## src/hw/rtl/pct_pkg.sv

```systemverilog
// Shared types and constants for the pointer cursor tracker.
// No dependencies; imported by every module of the block.
`timescale 1ns / 1ps

package pct_pkg;

	// default full-scale range of absolute pointer coordinates
	localparam int unsigned ABS_RANGE_DEF = 65536;

	// entries in the command queue between front and back
	localparam int unsigned QUEUE_DEPTH = 8;

	// register stages of the absolute scaling pipe
	localparam int unsigned SCALE_LAT = 5;

	// pointer request kinds
	typedef enum logic [1:0] {
		ACT_ABS   = 2'd0,
		ACT_REL   = 2'd1,
		ACT_HIDE  = 2'd2,
		ACT_RESET = 2'd3
	} action_t;

	// configuration register indexes
	localparam logic [2:0] REG_SCENE_W  = 3'd0;
	localparam logic [2:0] REG_SCENE_H  = 3'd1;
	localparam logic [2:0] REG_SPRITE_W = 3'd2;
	localparam logic [2:0] REG_SPRITE_H = 3'd3;
	localparam logic [2:0] REG_HOT_X    = 3'd4;
	localparam logic [2:0] REG_HOT_Y    = 3'd5;

	// configuration reset values
	localparam logic [12:0] SCENE_W_RST  = 13'd640;
	localparam logic [12:0] SCENE_H_RST  = 13'd480;
	localparam logic [6:0]  SPRITE_W_RST = 7'd12;
	localparam logic [6:0]  SPRITE_H_RST = 7'd19;
	localparam logic [5:0]  HOT_X_RST    = 6'd0;
	localparam logic [5:0]  HOT_Y_RST    = 6'd0;

	// saturated configuration as seen by the datapath
	typedef struct packed {
		logic [12:0] scene_w;
		logic [12:0] scene_h;
		logic [11:0] scene_w_m1;
		logic [11:0] scene_h_m1;
		logic [6:0]  sprite_w;
		logic [6:0]  sprite_h;
		logic [5:0]  hot_x;
		logic [5:0]  hot_y;
	} cfg_t;

	// one accepted pointer request
	typedef struct packed {
		action_t            action;
		logic signed [31:0] pos_x;
		logic signed [31:0] pos_y;
	} evt_t;

	// classified request with its absolute position already scaled
	typedef struct packed {
		evt_t        evt;
		logic [11:0] abs_x;
		logic [11:0] abs_y;
	} cmd_t;

endpackage

```

## src/hw/rtl/pointer_cursor_tracker_top.sv

```systemverilog
// Pointer cursor tracker: keeps a cursor inside the scene and reports the
// clipped sprite rectangle for each pointer request.
//
// Channels: input requests (action, pos_x, pos_y) on in_valid/in_ready,
// results on out_valid/out_ready, one result per request, in order.
// Configuration: cfg_we/cfg_index/cfg_wdata write scene size, sprite size
// and hotspot; write only while no request is outstanding.
// Path: a request passes the five-stage absolute scaling pipe (split,
// multiply, reciprocal multiply, back-multiply, correction), a queue slot,
// the applied-state stage and the result register.
// Throughput: one request per cycle while credits and out_ready allow; the
// relative-move clamp loops combinationally on the back-end cursor state.
// Stalls: the result register holds while out_ready is low; the front keeps
// taking requests until the 8-entry queue credit is used up, then drops
// in_ready, which depends on registered state only.
// Reset: scene 640x480, sprite 12x19, hotspot 0,0; cursor at 0,0, hidden,
// not seeded, absolute mode clear, no result pending.
// Uses pct_pkg, pct_front, pct_scale, pct_queue and pct_back.
`timescale 1ns / 1ps

module pointer_cursor_tracker_top #(
	parameter int unsigned ABS_RANGE = pct_pkg::ABS_RANGE_DEF
) (
	input  logic               clk,
	input  logic               arst_n,
	input  logic               cfg_we,
	input  logic [2:0]         cfg_index,
	input  logic [12:0]        cfg_wdata,
	input  logic               in_valid,
	output logic               in_ready,
	input  logic [1:0]         action,
	input  logic signed [31:0] pos_x,
	input  logic signed [31:0] pos_y,
	output logic               out_valid,
	input  logic               out_ready,
	output logic [11:0]        cursor_x,
	output logic [11:0]        cursor_y,
	output logic               shown,
	output logic               absolute_mode,
	output logic               rect_valid,
	output logic [12:0]        rect_x,
	output logic [12:0]        rect_y,
	output logic [6:0]         rect_w,
	output logic [6:0]         rect_h,
	output logic [5:0]         sprite_off_x,
	output logic [5:0]         sprite_off_y
);
	import pct_pkg::*;

	// scene sizes saturate to 1..4096
	function automatic logic [12:0] sat_scene(input logic [12:0] v);
		if (v == 13'd0) begin
			return 13'd1;
		end else if (v > 13'd4096) begin
			return 13'd4096;
		end
		return v;
	endfunction

	// sprite sizes saturate to 1..64
	function automatic logic [6:0] sat_sprite(input logic [6:0] v);
		if (v == 7'd0) begin
			return 7'd1;
		end else if (v > 7'd64) begin
			return 7'd64;
		end
		return v;
	endfunction

	logic [12:0] scene_w_q, scene_h_q;
	logic [6:0]  sprite_w_q, sprite_h_q;
	logic [5:0]  hot_x_q, hot_y_q;
	logic [12:0] scene_w_sat, scene_h_sat;
	logic [12:0] scene_w_m1, scene_h_m1;
	cfg_t        cfg;
	logic        push;
	cmd_t        push_data;
	logic        q_valid;
	cmd_t        q_data;
	logic        pop;

	// configuration registers keep the written bits
	always_ff @(posedge clk or negedge arst_n) begin
		if (!arst_n) begin
			scene_w_q  <= SCENE_W_RST;
			scene_h_q  <= SCENE_H_RST;
			sprite_w_q <= SPRITE_W_RST;
			sprite_h_q <= SPRITE_H_RST;
			hot_x_q    <= HOT_X_RST;
			hot_y_q    <= HOT_Y_RST;
		end else if (cfg_we) begin
			case (cfg_index)
				REG_SCENE_W:  scene_w_q  <= cfg_wdata;
				REG_SCENE_H:  scene_h_q  <= cfg_wdata;
				REG_SPRITE_W: sprite_w_q <= cfg_wdata[6:0];
				REG_SPRITE_H: sprite_h_q <= cfg_wdata[6:0];
				REG_HOT_X:    hot_x_q    <= cfg_wdata[5:0];
				REG_HOT_Y:    hot_y_q    <= cfg_wdata[5:0];
				default:      hot_y_q    <= hot_y_q;
			endcase
		end
	end

	// saturated view for the datapath
	assign scene_w_sat = sat_scene(scene_w_q);
	assign scene_h_sat = sat_scene(scene_h_q);
	assign scene_w_m1  = scene_w_sat - 13'd1;
	assign scene_h_m1  = scene_h_sat - 13'd1;

	assign cfg = '{
		scene_w:    scene_w_sat,
		scene_h:    scene_h_sat,
		scene_w_m1: scene_w_m1[11:0],
		scene_h_m1: scene_h_m1[11:0],
		sprite_w:   sat_sprite(sprite_w_q),
		sprite_h:   sat_sprite(sprite_h_q),
		hot_x:      hot_x_q,
		hot_y:      hot_y_q
	};

	pct_front #(.ABS_RANGE(ABS_RANGE)) u_front (
		.clk       (clk),
		.arst_n    (arst_n),
		.cfg       (cfg),
		.in_valid  (in_valid),
		.in_ready  (in_ready),
		.action    (action),
		.pos_x     (pos_x),
		.pos_y     (pos_y),
		.pop       (pop),
		.push      (push),
		.push_data (push_data)
	);

	pct_queue u_queue (
		.clk       (clk),
		.arst_n    (arst_n),
		.push      (push),
		.push_data (push_data),
		.q_valid   (q_valid),
		.q_data    (q_data),
		.pop       (pop)
	);

	pct_back u_back (
		.clk           (clk),
		.arst_n        (arst_n),
		.cfg           (cfg),
		.q_valid       (q_valid),
		.q_data        (q_data),
		.pop           (pop),
		.out_valid     (out_valid),
		.out_ready     (out_ready),
		.cursor_x      (cursor_x),
		.cursor_y      (cursor_y),
		.shown         (shown),
		.absolute_mode (absolute_mode),
		.rect_valid    (rect_valid),
		.rect_x        (rect_x),
		.rect_y        (rect_y),
		.rect_w        (rect_w),
		.rect_h        (rect_h),
		.sprite_off_x  (sprite_off_x),
		.sprite_off_y  (sprite_off_y)
	);

endmodule

```

## src/hw/rtl/pct_scale.sv

```systemverilog
// Absolute coordinate scaler: pos * (range_m1) / (ABS_RANGE - 1), clamped.
// Fixed five-stage pipe; uses pct_pkg for the default range.
`timescale 1ns / 1ps

module pct_scale #(
	parameter int unsigned ABS_RANGE = pct_pkg::ABS_RANGE_DEF
) (
	input  logic               clk,
	input  logic signed [31:0] pos,
	input  logic [11:0]        range_m1,
	output logic [11:0]        result
);
	import pct_pkg::*;

	// divisor and reciprocal; small inputs keep the product below 2^PW
	localparam int unsigned DIV = ABS_RANGE - 1;
	localparam int unsigned PXW = ($clog2(DIV) < 1) ? 1 : $clog2(DIV);
	localparam int unsigned PW  = PXW + 12;
	localparam int unsigned MW  = 14;
	localparam logic [63:0] RECIP = (64'd1 << PW) / DIV;

	logic           neg_s1, big_s1;
	logic [PXW-1:0] small_s1;
	logic           neg_s2, big_s2;
	logic [PW-1:0]  prod_s2;
	logic           neg_s3, big_s3;
	logic [PW-1:0]  prod_s3;
	logic [11:0]    qest_s3;
	logic           neg_s4, big_s4;
	logic [PW-1:0]  prod_s4;
	logic [PW-1:0]  back_s4;
	logic [11:0]    qest_s4;
	logic [11:0]    result_s5;

	logic [PW+MW-1:0] recip_prod;
	logic [PW-1:0]    rem;
	logic [11:0]      quot;

	// split input: negative clamps to zero, at or past full scale gives the top
	always_ff @(posedge clk) begin
		neg_s1   <= pos[31];
		big_s1   <= !pos[31] && (pos[30:0] >= 31'(DIV));
		small_s1 <= pos[PXW-1:0];
	end

	// product with the scene extent
	always_ff @(posedge clk) begin
		neg_s2  <= neg_s1;
		big_s2  <= big_s1;
		prod_s2 <= {{12{1'b0}}, small_s1} * {{PXW{1'b0}}, range_m1};
	end

	// quotient estimate by reciprocal, at most one low
	assign recip_prod = {{MW{1'b0}}, prod_s2} * {{PW{1'b0}}, MW'(RECIP)};

	always_ff @(posedge clk) begin
		neg_s3  <= neg_s2;
		big_s3  <= big_s2;
		prod_s3 <= prod_s2;
		qest_s3 <= recip_prod[PW +: 12];
	end

	// back-multiply the estimate
	always_ff @(posedge clk) begin
		neg_s4  <= neg_s3;
		big_s4  <= big_s3;
		prod_s4 <= prod_s3;
		qest_s4 <= qest_s3;
		back_s4 <= {{(PW-12){1'b0}}, qest_s3} * PW'(DIV);
	end

	// correction and final select
	assign rem  = prod_s4 - back_s4;
	assign quot = qest_s4 + {11'd0, (rem >= PW'(DIV))};

	always_ff @(posedge clk) begin
		if (neg_s4) begin
			result_s5 <= 12'd0;
		end else if (big_s4) begin
			result_s5 <= range_m1;
		end else begin
			result_s5 <= quot;
		end
	end

	assign result = result_s5;

endmodule

```

## src/hw/rtl/pct_front.sv

```systemverilog
// Front end: accepts pointer requests, scales absolute positions, feeds the queue.
// Uses pct_pkg and two pct_scale pipes; flow control by a credit count.
`timescale 1ns / 1ps

module pct_front #(
	parameter int unsigned ABS_RANGE = pct_pkg::ABS_RANGE_DEF
) (
	input  logic               clk,
	input  logic               arst_n,
	input  pct_pkg::cfg_t      cfg,
	input  logic               in_valid,
	output logic               in_ready,
	input  logic [1:0]         action,
	input  logic signed [31:0] pos_x,
	input  logic signed [31:0] pos_y,
	input  logic               pop,
	output logic               push,
	output pct_pkg::cmd_t      push_data
);
	import pct_pkg::*;

	localparam int unsigned CW = $clog2(QUEUE_DEPTH + 1);

	logic [CW-1:0]        cnt_q;
	logic                 accept;
	logic [SCALE_LAT-1:0] vld_s;
	evt_t                 evt_s [SCALE_LAT];
	logic [11:0]          abs_x;
	logic [11:0]          abs_y;

	// credits cover the scale pipe plus the queue, so a push always fits
	assign in_ready = (cnt_q < CW'(QUEUE_DEPTH));
	assign accept   = in_valid && in_ready;

	always_ff @(posedge clk or negedge arst_n) begin
		if (!arst_n) begin
			cnt_q <= '0;
		end else begin
			cnt_q <= cnt_q + CW'(accept) - CW'(pop);
		end
	end

	// request delay line alongside the scalers
	always_ff @(posedge clk or negedge arst_n) begin
		if (!arst_n) begin
			vld_s <= '0;
		end else begin
			vld_s <= {vld_s[SCALE_LAT-2:0], accept};
		end
	end

	always_ff @(posedge clk) begin
		evt_s[0] <= '{action: action_t'(action), pos_x: pos_x, pos_y: pos_y};
		for (int i = 1; i < SCALE_LAT; i++) begin
			evt_s[i] <= evt_s[i-1];
		end
	end

	// absolute position per axis
	pct_scale #(.ABS_RANGE(ABS_RANGE)) u_scale_x (
		.clk      (clk),
		.pos      (pos_x),
		.range_m1 (cfg.scene_w_m1),
		.result   (abs_x)
	);

	pct_scale #(.ABS_RANGE(ABS_RANGE)) u_scale_y (
		.clk      (clk),
		.pos      (pos_y),
		.range_m1 (cfg.scene_h_m1),
		.result   (abs_y)
	);

	// hand the classified request to the queue
	assign push      = vld_s[SCALE_LAT-1];
	assign push_data = '{evt: evt_s[SCALE_LAT-1], abs_x: abs_x, abs_y: abs_y};

	a_cnt_bound: assert property (@(posedge clk) disable iff (!arst_n)
		cnt_q <= CW'(QUEUE_DEPTH))
		else $error("credit count above queue depth");

	a_pop_credit: assert property (@(posedge clk) disable iff (!arst_n)
		pop |-> (cnt_q != '0))
		else $error("queue pop without an outstanding request");

	a_abs_range: assert property (@(posedge clk) disable iff (!arst_n)
		push |-> (abs_x <= cfg.scene_w_m1 && abs_y <= cfg.scene_h_m1))
		else $error("scaled position outside the scene");

endmodule

```

## src/hw/rtl/pct_queue.sv

```systemverilog
// Command queue between front and back ends of the cursor tracker.
// Register-based FIFO of pct_pkg::cmd_t entries.
`timescale 1ns / 1ps

module pct_queue (
	input  logic          clk,
	input  logic          arst_n,
	input  logic          push,
	input  pct_pkg::cmd_t push_data,
	output logic          q_valid,
	output pct_pkg::cmd_t q_data,
	input  logic          pop
);
	import pct_pkg::*;

	localparam int unsigned AW = $clog2(QUEUE_DEPTH);
	localparam int unsigned CW = $clog2(QUEUE_DEPTH + 1);

	cmd_t          mem_q [QUEUE_DEPTH];
	logic [AW-1:0] wr_ptr_q;
	logic [AW-1:0] rd_ptr_q;
	logic [CW-1:0] count_q;

	// storage
	always_ff @(posedge clk) begin
		if (push) begin
			mem_q[wr_ptr_q] <= push_data;
		end
	end

	// pointers and fill count
	always_ff @(posedge clk or negedge arst_n) begin
		if (!arst_n) begin
			wr_ptr_q <= '0;
			rd_ptr_q <= '0;
			count_q  <= '0;
		end else begin
			if (push) begin
				wr_ptr_q <= (wr_ptr_q == AW'(QUEUE_DEPTH - 1)) ? '0 : wr_ptr_q + 1'b1;
			end
			if (pop) begin
				rd_ptr_q <= (rd_ptr_q == AW'(QUEUE_DEPTH - 1)) ? '0 : rd_ptr_q + 1'b1;
			end
			count_q <= count_q + CW'(push) - CW'(pop);
		end
	end

	assign q_valid = (count_q != '0);
	assign q_data  = mem_q[rd_ptr_q];

	a_no_overflow: assert property (@(posedge clk) disable iff (!arst_n)
		push |-> (count_q < CW'(QUEUE_DEPTH) || pop))
		else $error("queue push while full");

endmodule

```

## src/hw/rtl/pct_back.sv

```systemverilog
// Back end: applies queued requests to the cursor state, clips the sprite
// rectangle and holds the result register. Uses pct_pkg.
`timescale 1ns / 1ps

module pct_back (
	input  logic          clk,
	input  logic          arst_n,
	input  pct_pkg::cfg_t cfg,
	input  logic          q_valid,
	input  pct_pkg::cmd_t q_data,
	output logic          pop,
	output logic          out_valid,
	input  logic          out_ready,
	output logic [11:0]   cursor_x,
	output logic [11:0]   cursor_y,
	output logic          shown,
	output logic          absolute_mode,
	output logic          rect_valid,
	output logic [12:0]   rect_x,
	output logic [12:0]   rect_y,
	output logic [6:0]    rect_w,
	output logic [6:0]    rect_h,
	output logic [5:0]    sprite_off_x,
	output logic [5:0]    sprite_off_y
);
	import pct_pkg::*;

	// one axis of the clipped sprite rectangle
	typedef struct packed {
		logic        ne;
		logic [12:0] start;
		logic [6:0]  len;
		logic [5:0]  off;
	} span_t;

	// relative move: pointer + (pos - base), clamped to 0..lim
	function automatic logic [11:0] move_clamp(
		input logic [11:0] ptr,
		input logic [31:0] pos,
		input logic [31:0] base,
		input logic [11:0] lim
	);
		logic [32:0] d;
		logic [33:0] s;
		d = {pos[31], pos} - {base[31], base};
		s = {22'd0, ptr} + {d[32], d};
		if (s[33]) begin
			return 12'd0;
		end else if (s[32:0] > {21'd0, lim}) begin
			return lim;
		end
		return s[11:0];
	endfunction

	// sprite span from hotspot position, clipped to 0..scene
	function automatic span_t clip_span(
		input logic [11:0] ptr,
		input logic [5:0]  hot,
		input logic [12:0] scene,
		input logic [6:0]  spr
	);
		logic signed [13:0] tl;
		logic signed [13:0] te;
		logic signed [13:0] lim;
		logic [12:0]        a;
		logic [12:0]        e;
		logic [12:0]        len;
		logic [13:0]        off;
		span_t              sp;
		tl  = $signed({2'b00, ptr}) - $signed({8'd0, hot});
		te  = tl + $signed({7'd0, spr});
		lim = $signed({1'b0, scene});
		a   = tl[13] ? 13'd0 : ((tl > lim) ? scene : tl[12:0]);
		e   = te[13] ? 13'd0 : ((te > lim) ? scene : te[12:0]);
		len = e - a;
		off = {1'b0, a} - tl;
		sp.ne    = (e > a);
		sp.start = a;
		sp.len   = len[6:0];
		sp.off   = off[5:0];
		return sp;
	endfunction

	logic [11:0] pointer_x_q, pointer_y_q;
	logic [31:0] last_raw_x_q, last_raw_y_q;
	logic        seeded_q, abs_latched_q, visible_q;
	logic        pend_q;
	logic        out_valid_q;
	logic [11:0] cursor_x_q, cursor_y_q;
	logic        shown_q, absolute_mode_q, rect_valid_q;
	logic [12:0] rect_x_q, rect_y_q;
	logic [6:0]  rect_w_q, rect_h_q;
	logic [5:0]  sprite_off_x_q, sprite_off_y_q;

	logic        out_free;
	logic        load_s1;
	logic [31:0] base_x, base_y;
	logic [11:0] rel_x, rel_y;
	span_t       span_x, span_y;
	logic        rect_ok;

	// stall chain: result register, then the applied-state stage
	assign out_free = !out_valid_q || out_ready;
	assign load_s1  = !pend_q || out_free;
	assign pop      = q_valid && load_s1;

	// relative move against the stored raw position, seeded on first use
	assign base_x = seeded_q ? last_raw_x_q : q_data.evt.pos_x;
	assign base_y = seeded_q ? last_raw_y_q : q_data.evt.pos_y;
	assign rel_x  = move_clamp(pointer_x_q, q_data.evt.pos_x, base_x, cfg.scene_w_m1);
	assign rel_y  = move_clamp(pointer_y_q, q_data.evt.pos_y, base_y, cfg.scene_h_m1);

	// cursor state update per request
	always_ff @(posedge clk or negedge arst_n) begin
		if (!arst_n) begin
			pointer_x_q   <= '0;
			pointer_y_q   <= '0;
			last_raw_x_q  <= '0;
			last_raw_y_q  <= '0;
			seeded_q      <= 1'b0;
			abs_latched_q <= 1'b0;
			visible_q     <= 1'b0;
		end else if (pop) begin
			case (q_data.evt.action)
				ACT_ABS: begin
					visible_q     <= 1'b1;
					abs_latched_q <= 1'b1;
					pointer_x_q   <= q_data.abs_x;
					pointer_y_q   <= q_data.abs_y;
				end
				ACT_REL: begin
					visible_q <= 1'b1;
					if (!abs_latched_q) begin
						pointer_x_q  <= rel_x;
						pointer_y_q  <= rel_y;
						last_raw_x_q <= q_data.evt.pos_x;
						last_raw_y_q <= q_data.evt.pos_y;
						seeded_q     <= 1'b1;
					end
				end
				ACT_HIDE: begin
					visible_q <= 1'b0;
				end
				ACT_RESET: begin
					seeded_q      <= 1'b0;
					abs_latched_q <= 1'b0;
				end
				default: begin
					visible_q <= visible_q;
				end
			endcase
		end
	end

	// state holds a result not yet in the output register
	always_ff @(posedge clk or negedge arst_n) begin
		if (!arst_n) begin
			pend_q <= 1'b0;
		end else if (load_s1) begin
			pend_q <= pop;
		end
	end

	// rectangle clip from the applied state
	assign span_x  = clip_span(pointer_x_q, cfg.hot_x, cfg.scene_w, cfg.sprite_w);
	assign span_y  = clip_span(pointer_y_q, cfg.hot_y, cfg.scene_h, cfg.sprite_h);
	assign rect_ok = span_x.ne && span_y.ne;

	// result register
	always_ff @(posedge clk or negedge arst_n) begin
		if (!arst_n) begin
			out_valid_q <= 1'b0;
		end else if (out_free) begin
			out_valid_q <= pend_q;
		end
	end

	always_ff @(posedge clk) begin
		if (out_free && pend_q) begin
			cursor_x_q      <= pointer_x_q;
			cursor_y_q      <= pointer_y_q;
			shown_q         <= visible_q;
			absolute_mode_q <= abs_latched_q;
			rect_valid_q    <= rect_ok;
			rect_x_q        <= rect_ok ? span_x.start : 13'd0;
			rect_y_q        <= rect_ok ? span_y.start : 13'd0;
			rect_w_q        <= rect_ok ? span_x.len : 7'd0;
			rect_h_q        <= rect_ok ? span_y.len : 7'd0;
			sprite_off_x_q  <= rect_ok ? span_x.off : 6'd0;
			sprite_off_y_q  <= rect_ok ? span_y.off : 6'd0;
		end
	end

	assign out_valid     = out_valid_q;
	assign cursor_x      = cursor_x_q;
	assign cursor_y      = cursor_y_q;
	assign shown         = shown_q;
	assign absolute_mode = absolute_mode_q;
	assign rect_valid    = rect_valid_q;
	assign rect_x        = rect_x_q;
	assign rect_y        = rect_y_q;
	assign rect_w        = rect_w_q;
	assign rect_h        = rect_h_q;
	assign sprite_off_x  = sprite_off_x_q;
	assign sprite_off_y  = sprite_off_y_q;

	a_pop_fills: assert property (@(posedge clk) disable iff (!arst_n)
		pop |=> pend_q)
		else $error("applied request lost before the result register");

	a_rect_nonempty: assert property (@(posedge clk) disable iff (!arst_n)
		(out_valid_q && rect_valid_q) |-> (rect_w_q != 7'd0 && rect_h_q != 7'd0))
		else $error("valid rectangle with zero size");

endmodule
```

## config.mk

```make
export PLATFORM = sky130hd
export DESIGN_NAME = pointer_cursor_tracker_top
export DESIGN_NICKNAME = d
export VERILOG_FILES = /design/src/hw/rtl/pct_pkg.sv /design/src/hw/rtl/pointer_cursor_tracker_top.sv /design/src/hw/rtl/pct_scale.sv /design/src/hw/rtl/pct_front.sv /design/src/hw/rtl/pct_queue.sv /design/src/hw/rtl/pct_back.sv
export SDC_FILE = /design/constraint.sdc
export NUM_CORES = 2
export LEC_CHECK = 0
export ABC_AREA = 1
export BUFFER_PORTS_ARGS = -buffer_cell sky130_fd_sc_hd__clkbuf_2
export CAP_MARGIN = 20
export CORE_UTILIZATION = 35
export CTS_CLUSTER_DIAMETER = 80
export DETAILED_ROUTE_END_ITERATION = 8
export GPL_TIMING_DRIVEN = 0
export PLACE_DENSITY_LB_ADDON = 0.08
export SLEW_MARGIN = 25
export SYNTH_ARGS = -nofsm -noshare
export SYNTH_HDL_FRONTEND = slang
export SYNTH_SLANG_ARGS = --single-unit
```

## constraint.sdc

```tcl
create_clock -name clk -period 9.1 [get_ports clk]
set_input_delay 0.91 -clock clk [delete_from_list [all_inputs] [get_ports clk]]
set_output_delay 0.91 -clock clk [all_outputs]
set_load 0.03 [all_outputs]
```

==> results.sh <==
export IMPL_outcome="finished, final reports clean"
export IMPL_fin_worst_skew_ps=49.46
export IMPL_hpwl_um=201100
export IMPL_clkSlewWorstSetupHoldPaths_ps=60
export IMPL_yosysMostFrequentCell="nand2_1"
export IMPL_vias=61580
export IMPL_die_height_um=492.6
export IMPL_wl_per_cell_um=20.61
export IMPL_finalNetCount=10380
export IMPL_yosysSeqAreaShare_pct=47.24
export IMPL_clock_latency_ps=840
export IMPL_initial_utilization_pct=35.32
export IMPL_syn_area_mm2=0.08425
export IMPL_cp_max_fo=14
export IMPL_cts_path_max_buffers=3
export IMPL_track_usage_pct=21.49
export IMPL_vias_per_cell=4.885
export IMPL_path_delay_family="adder cells"
export IMPL_clock_root_buffer="clkbuf_16"
export IMPL_min_period_ps=8548
export IMPL_gr_total_overflow=0
export IMPL_htreeDepth=4
export IMPL_cp_num_cells=36
export IMPL_max_stage_delay_ps=550
export IMPL_fin_crit_sh_pct=93.93
export IMPL_criticalPathCategory="reg2reg"
export IMPL_setup_worst_path_end_class="flop"
export IMPL_synth_commonest_cells="1549 x nand2_1, 1452 x inv_1, 878 x nor2_1"
export IMPL_whs_ps=182.5
export IMPL_grt_antenna_before_repair=11
export IMPL_io_buffers=167
export IMPL_rows=179
export IMPL_yosysWarnings=0
export IMPL_synth_edf_count=799
export IMPL_first_iter_violations=4123
export IMPL_worstRegToRegCells=36
export IMPL_core_area_mm2=0.2385
export IMPL_worst_path_buf_inv=9
export IMPL_ant_nets=0
export IMPL_synth_area_leaders="edfxtp_1 28%, dfxtp_1 14%, fa_1 10%"
export IMPL_slowest_stage="fa_1"
export IMPL_maxCapViolCount=0
export IMPL_area_delta_synth_final_pct=14.71
export IMPL_yosysTopAreaCell="edfxtp_1"
export IMPL_wirelength_um=259800
export IMPL_worstHoldStart="action[1]"
export IMPL_min_path_type="in2reg"
export IMPL_synth_seq_cells=1547
export IMPL_grt_pass1_vias=62200
export IMPL_drc=0
export IMPL_slew_headroom_pct=27.51
export IMPL_required_ps=9830
export IMPL_async_reset_ff_share_pct=10.60
export IMPL_synth_cell_types=67
export IMPL_rr_startpoint="scene_h_q[9]"
export IMPL_grt_pass1_wl_um=393300
export IMPL_holdPathStages=1
export IMPL_ys_flop_type="edfxtp_1"
export IMPL_tritoncts="done"
export IMPL_slew_violations=0
export IMPL_hold_viol=0
export IMPL_drt_first_pass_iters=6
export IMPL_setup_violations=0
export IMPL_gp_congestion=0.8970
export IMPL_io_pins=168
export IMPL_r2r_setup_slack_ps=550
export IMPL_grt_max_degree=75
export IMPL_cts_buffers=176
export IMPL_die_x_um=492.6
export IMPL_fmax_mhz=117.0
export IMPL_avgSynthCellArea_um2=9.493
export IMPL_dieArea_mm2=0.2427
export IMPL_synthCells=8875
export IMPL_r2r_end="u_front.u_scale_y.prod_s2[27]"
export IMPL_synth_top_cell_area_share_pct=28.48
export IMPL_arrival_ps=9280
export IMPL_cp_start_kind="flop"
export IMPL_cpMostUsedCell="inv_1"
export IMPL_holdPathEnd="u_front.evt_s[0][65]"
export IMPL_drive_gt1_share_pct=7.326
export IMPL_cts_sinks=1547
export IMPL_tightest_slew_ps=1084
export IMPL_rsz0062_at_grt="no"
==> cells in the final DEF (no fill, tap or decap), types with 15 or more instances in the layout <==
cell / count
clkbuf_1: 217
buf_2: 47
nand3b_1: 23
o21ai_1: 19
dfrtp_1: 153
xnor2_1: 63
ha_1: 582
nand4_1: 89
a21oi_1: 315
o211ai_1: 60
xor2_1: 137
nor2_1: 869
dfxtp_1: 584
clkbuf_8: 24
edfxtp_1: 799
nand2_2: 22
a31oi_1: 18
fa_1: 434
clkbuf_2: 168
nor4_1: 22
clkinv_2: 36
buf_16: 39
o22ai_1: 129
o21ai_0: 745
nand3_1: 229
nand2_1: 1549
nor3_1: 51
inv_1: 1451
buf_1: 22
clkbuf_16: 180
nor2_4: 15
o21bai_1: 24
inv_2: 18
o221ai_1: 55
==> layout make-up <==
class | instances | area, µm²
Fill cell | 23640 | 141900
Sequential cell | 1547 | 39800
Multi-Input combinational cell | 5588 | 37900
Inverter | 1473 | 5537
Clock buffer | 233 | 4941
Tap cell | 3167 | 3963
Timing Repair Buffer | 224 | 2246
Clock inverter | 99 | 1129
Buffer | 268 | 1116
Antenna cell | 5 | 12.51
==> cells by family (layout without fill, tap and decap cells) <==
| group | count (synthesis) | count (layout) | synth area share [%] |
|---|---|---|---|
| AND/OR/NAND/NOR | 2931 | 2931 | 14.28 |
| buffers and inverters | 1742 | 2297 | 7.889 |
| flip-flops | 1547 | 1547 | 47.24 |
| AO/OA/AOI/OAI | 1433 | 1433 | 9.469 |
| adder cells (fa/ha/maj) | 1016 | 1016 | 18.96 |
| XOR/XNOR | 204 | 204 | 2.156 |
| other | 2 | 9 | 0.008914 |
==> flip-flops by register name, indices dropped and copies added, names as in the netlist, 13 cells and up <==
signal,count
u_back.last_raw_x_q,32
u_front.u_scale_x.back_s4,27
u_front.u_scale_x.small_s1,15
u_back.rect_x,13
u_front.evt_s,300
u_back.rect_y,13
u_queue.mem_q,720
u_front.u_scale_x.prod_s2,28
u_front.u_scale_y.back_s4,27
scene_h_q,13
u_back.last_raw_y_q,32
u_front.u_scale_x.prod_s4,17
u_front.u_scale_y.prod_s2,28
u_front.u_scale_y.prod_s3,17
u_front.u_scale_y.small_s1,15
u_front.u_scale_x.prod_s3,17
u_front.u_scale_y.prod_s4,17
scene_w_q,13
==> metrics by stage <==
step	worst slack [ps]	util, %	instance area [µm²]	instances	TNS (ps)
floorplan	2040	-	84260	8877	0
global placement	-1978	37.34	89060	12210	-398540
detailed placement	-901.1	37.95	90530	12270	-5968
CTS	112.0	40.51	96630	12600	0
global route	26.31	40.51	96630	12600	0
finish	552.1	40.52	96640	12600	0
==> metal layers <==
layer  track usage [%]  wire length (µm)  up-vias
met1             30.53            123500    30080
met3             2.632             11990      261
li1                  -                 -    29750
met5                 0                 0        -
met4             4.780              4845        0
met2             34.88            119500     1482
==> worst max-delay path by stage <==
stage | end | from | slack (ps)
2_1_floorplan | u_front.u_scale_y.prod_s2[27] | scene_h_q[0] | 2040
4_1_cts | u_front.u_scale_x.prod_s2[27] | scene_w_q[5] | 110
5_1_grt | u_front.u_scale_y.prod_s2[24] | scene_h_q[0] | 30
3_5_place_dp | u_front.u_scale_y.prod_s2[27] | scene_h_q[12] | -900
3_3_place_gp | u_front.u_scale_y.prod_s2[27] | scene_h_q[12] | -1980
6_report | u_front.u_scale_y.prod_s2[27] | scene_h_q[9] | 550
==> repair_timing <==
action | in CTS | in global routing
hold endpoints to repair | 24 | 0
hold buffers | 1 | 0
buffers inserted | 1 | 0
endpoints found under the setup margin | 15 | 8
cloned | 0 | 0
resized for setup | 4 | 7
Power is not shown: default switching activity piles up to over one toggle a cycle in this logic, so the estimate is an artifact.
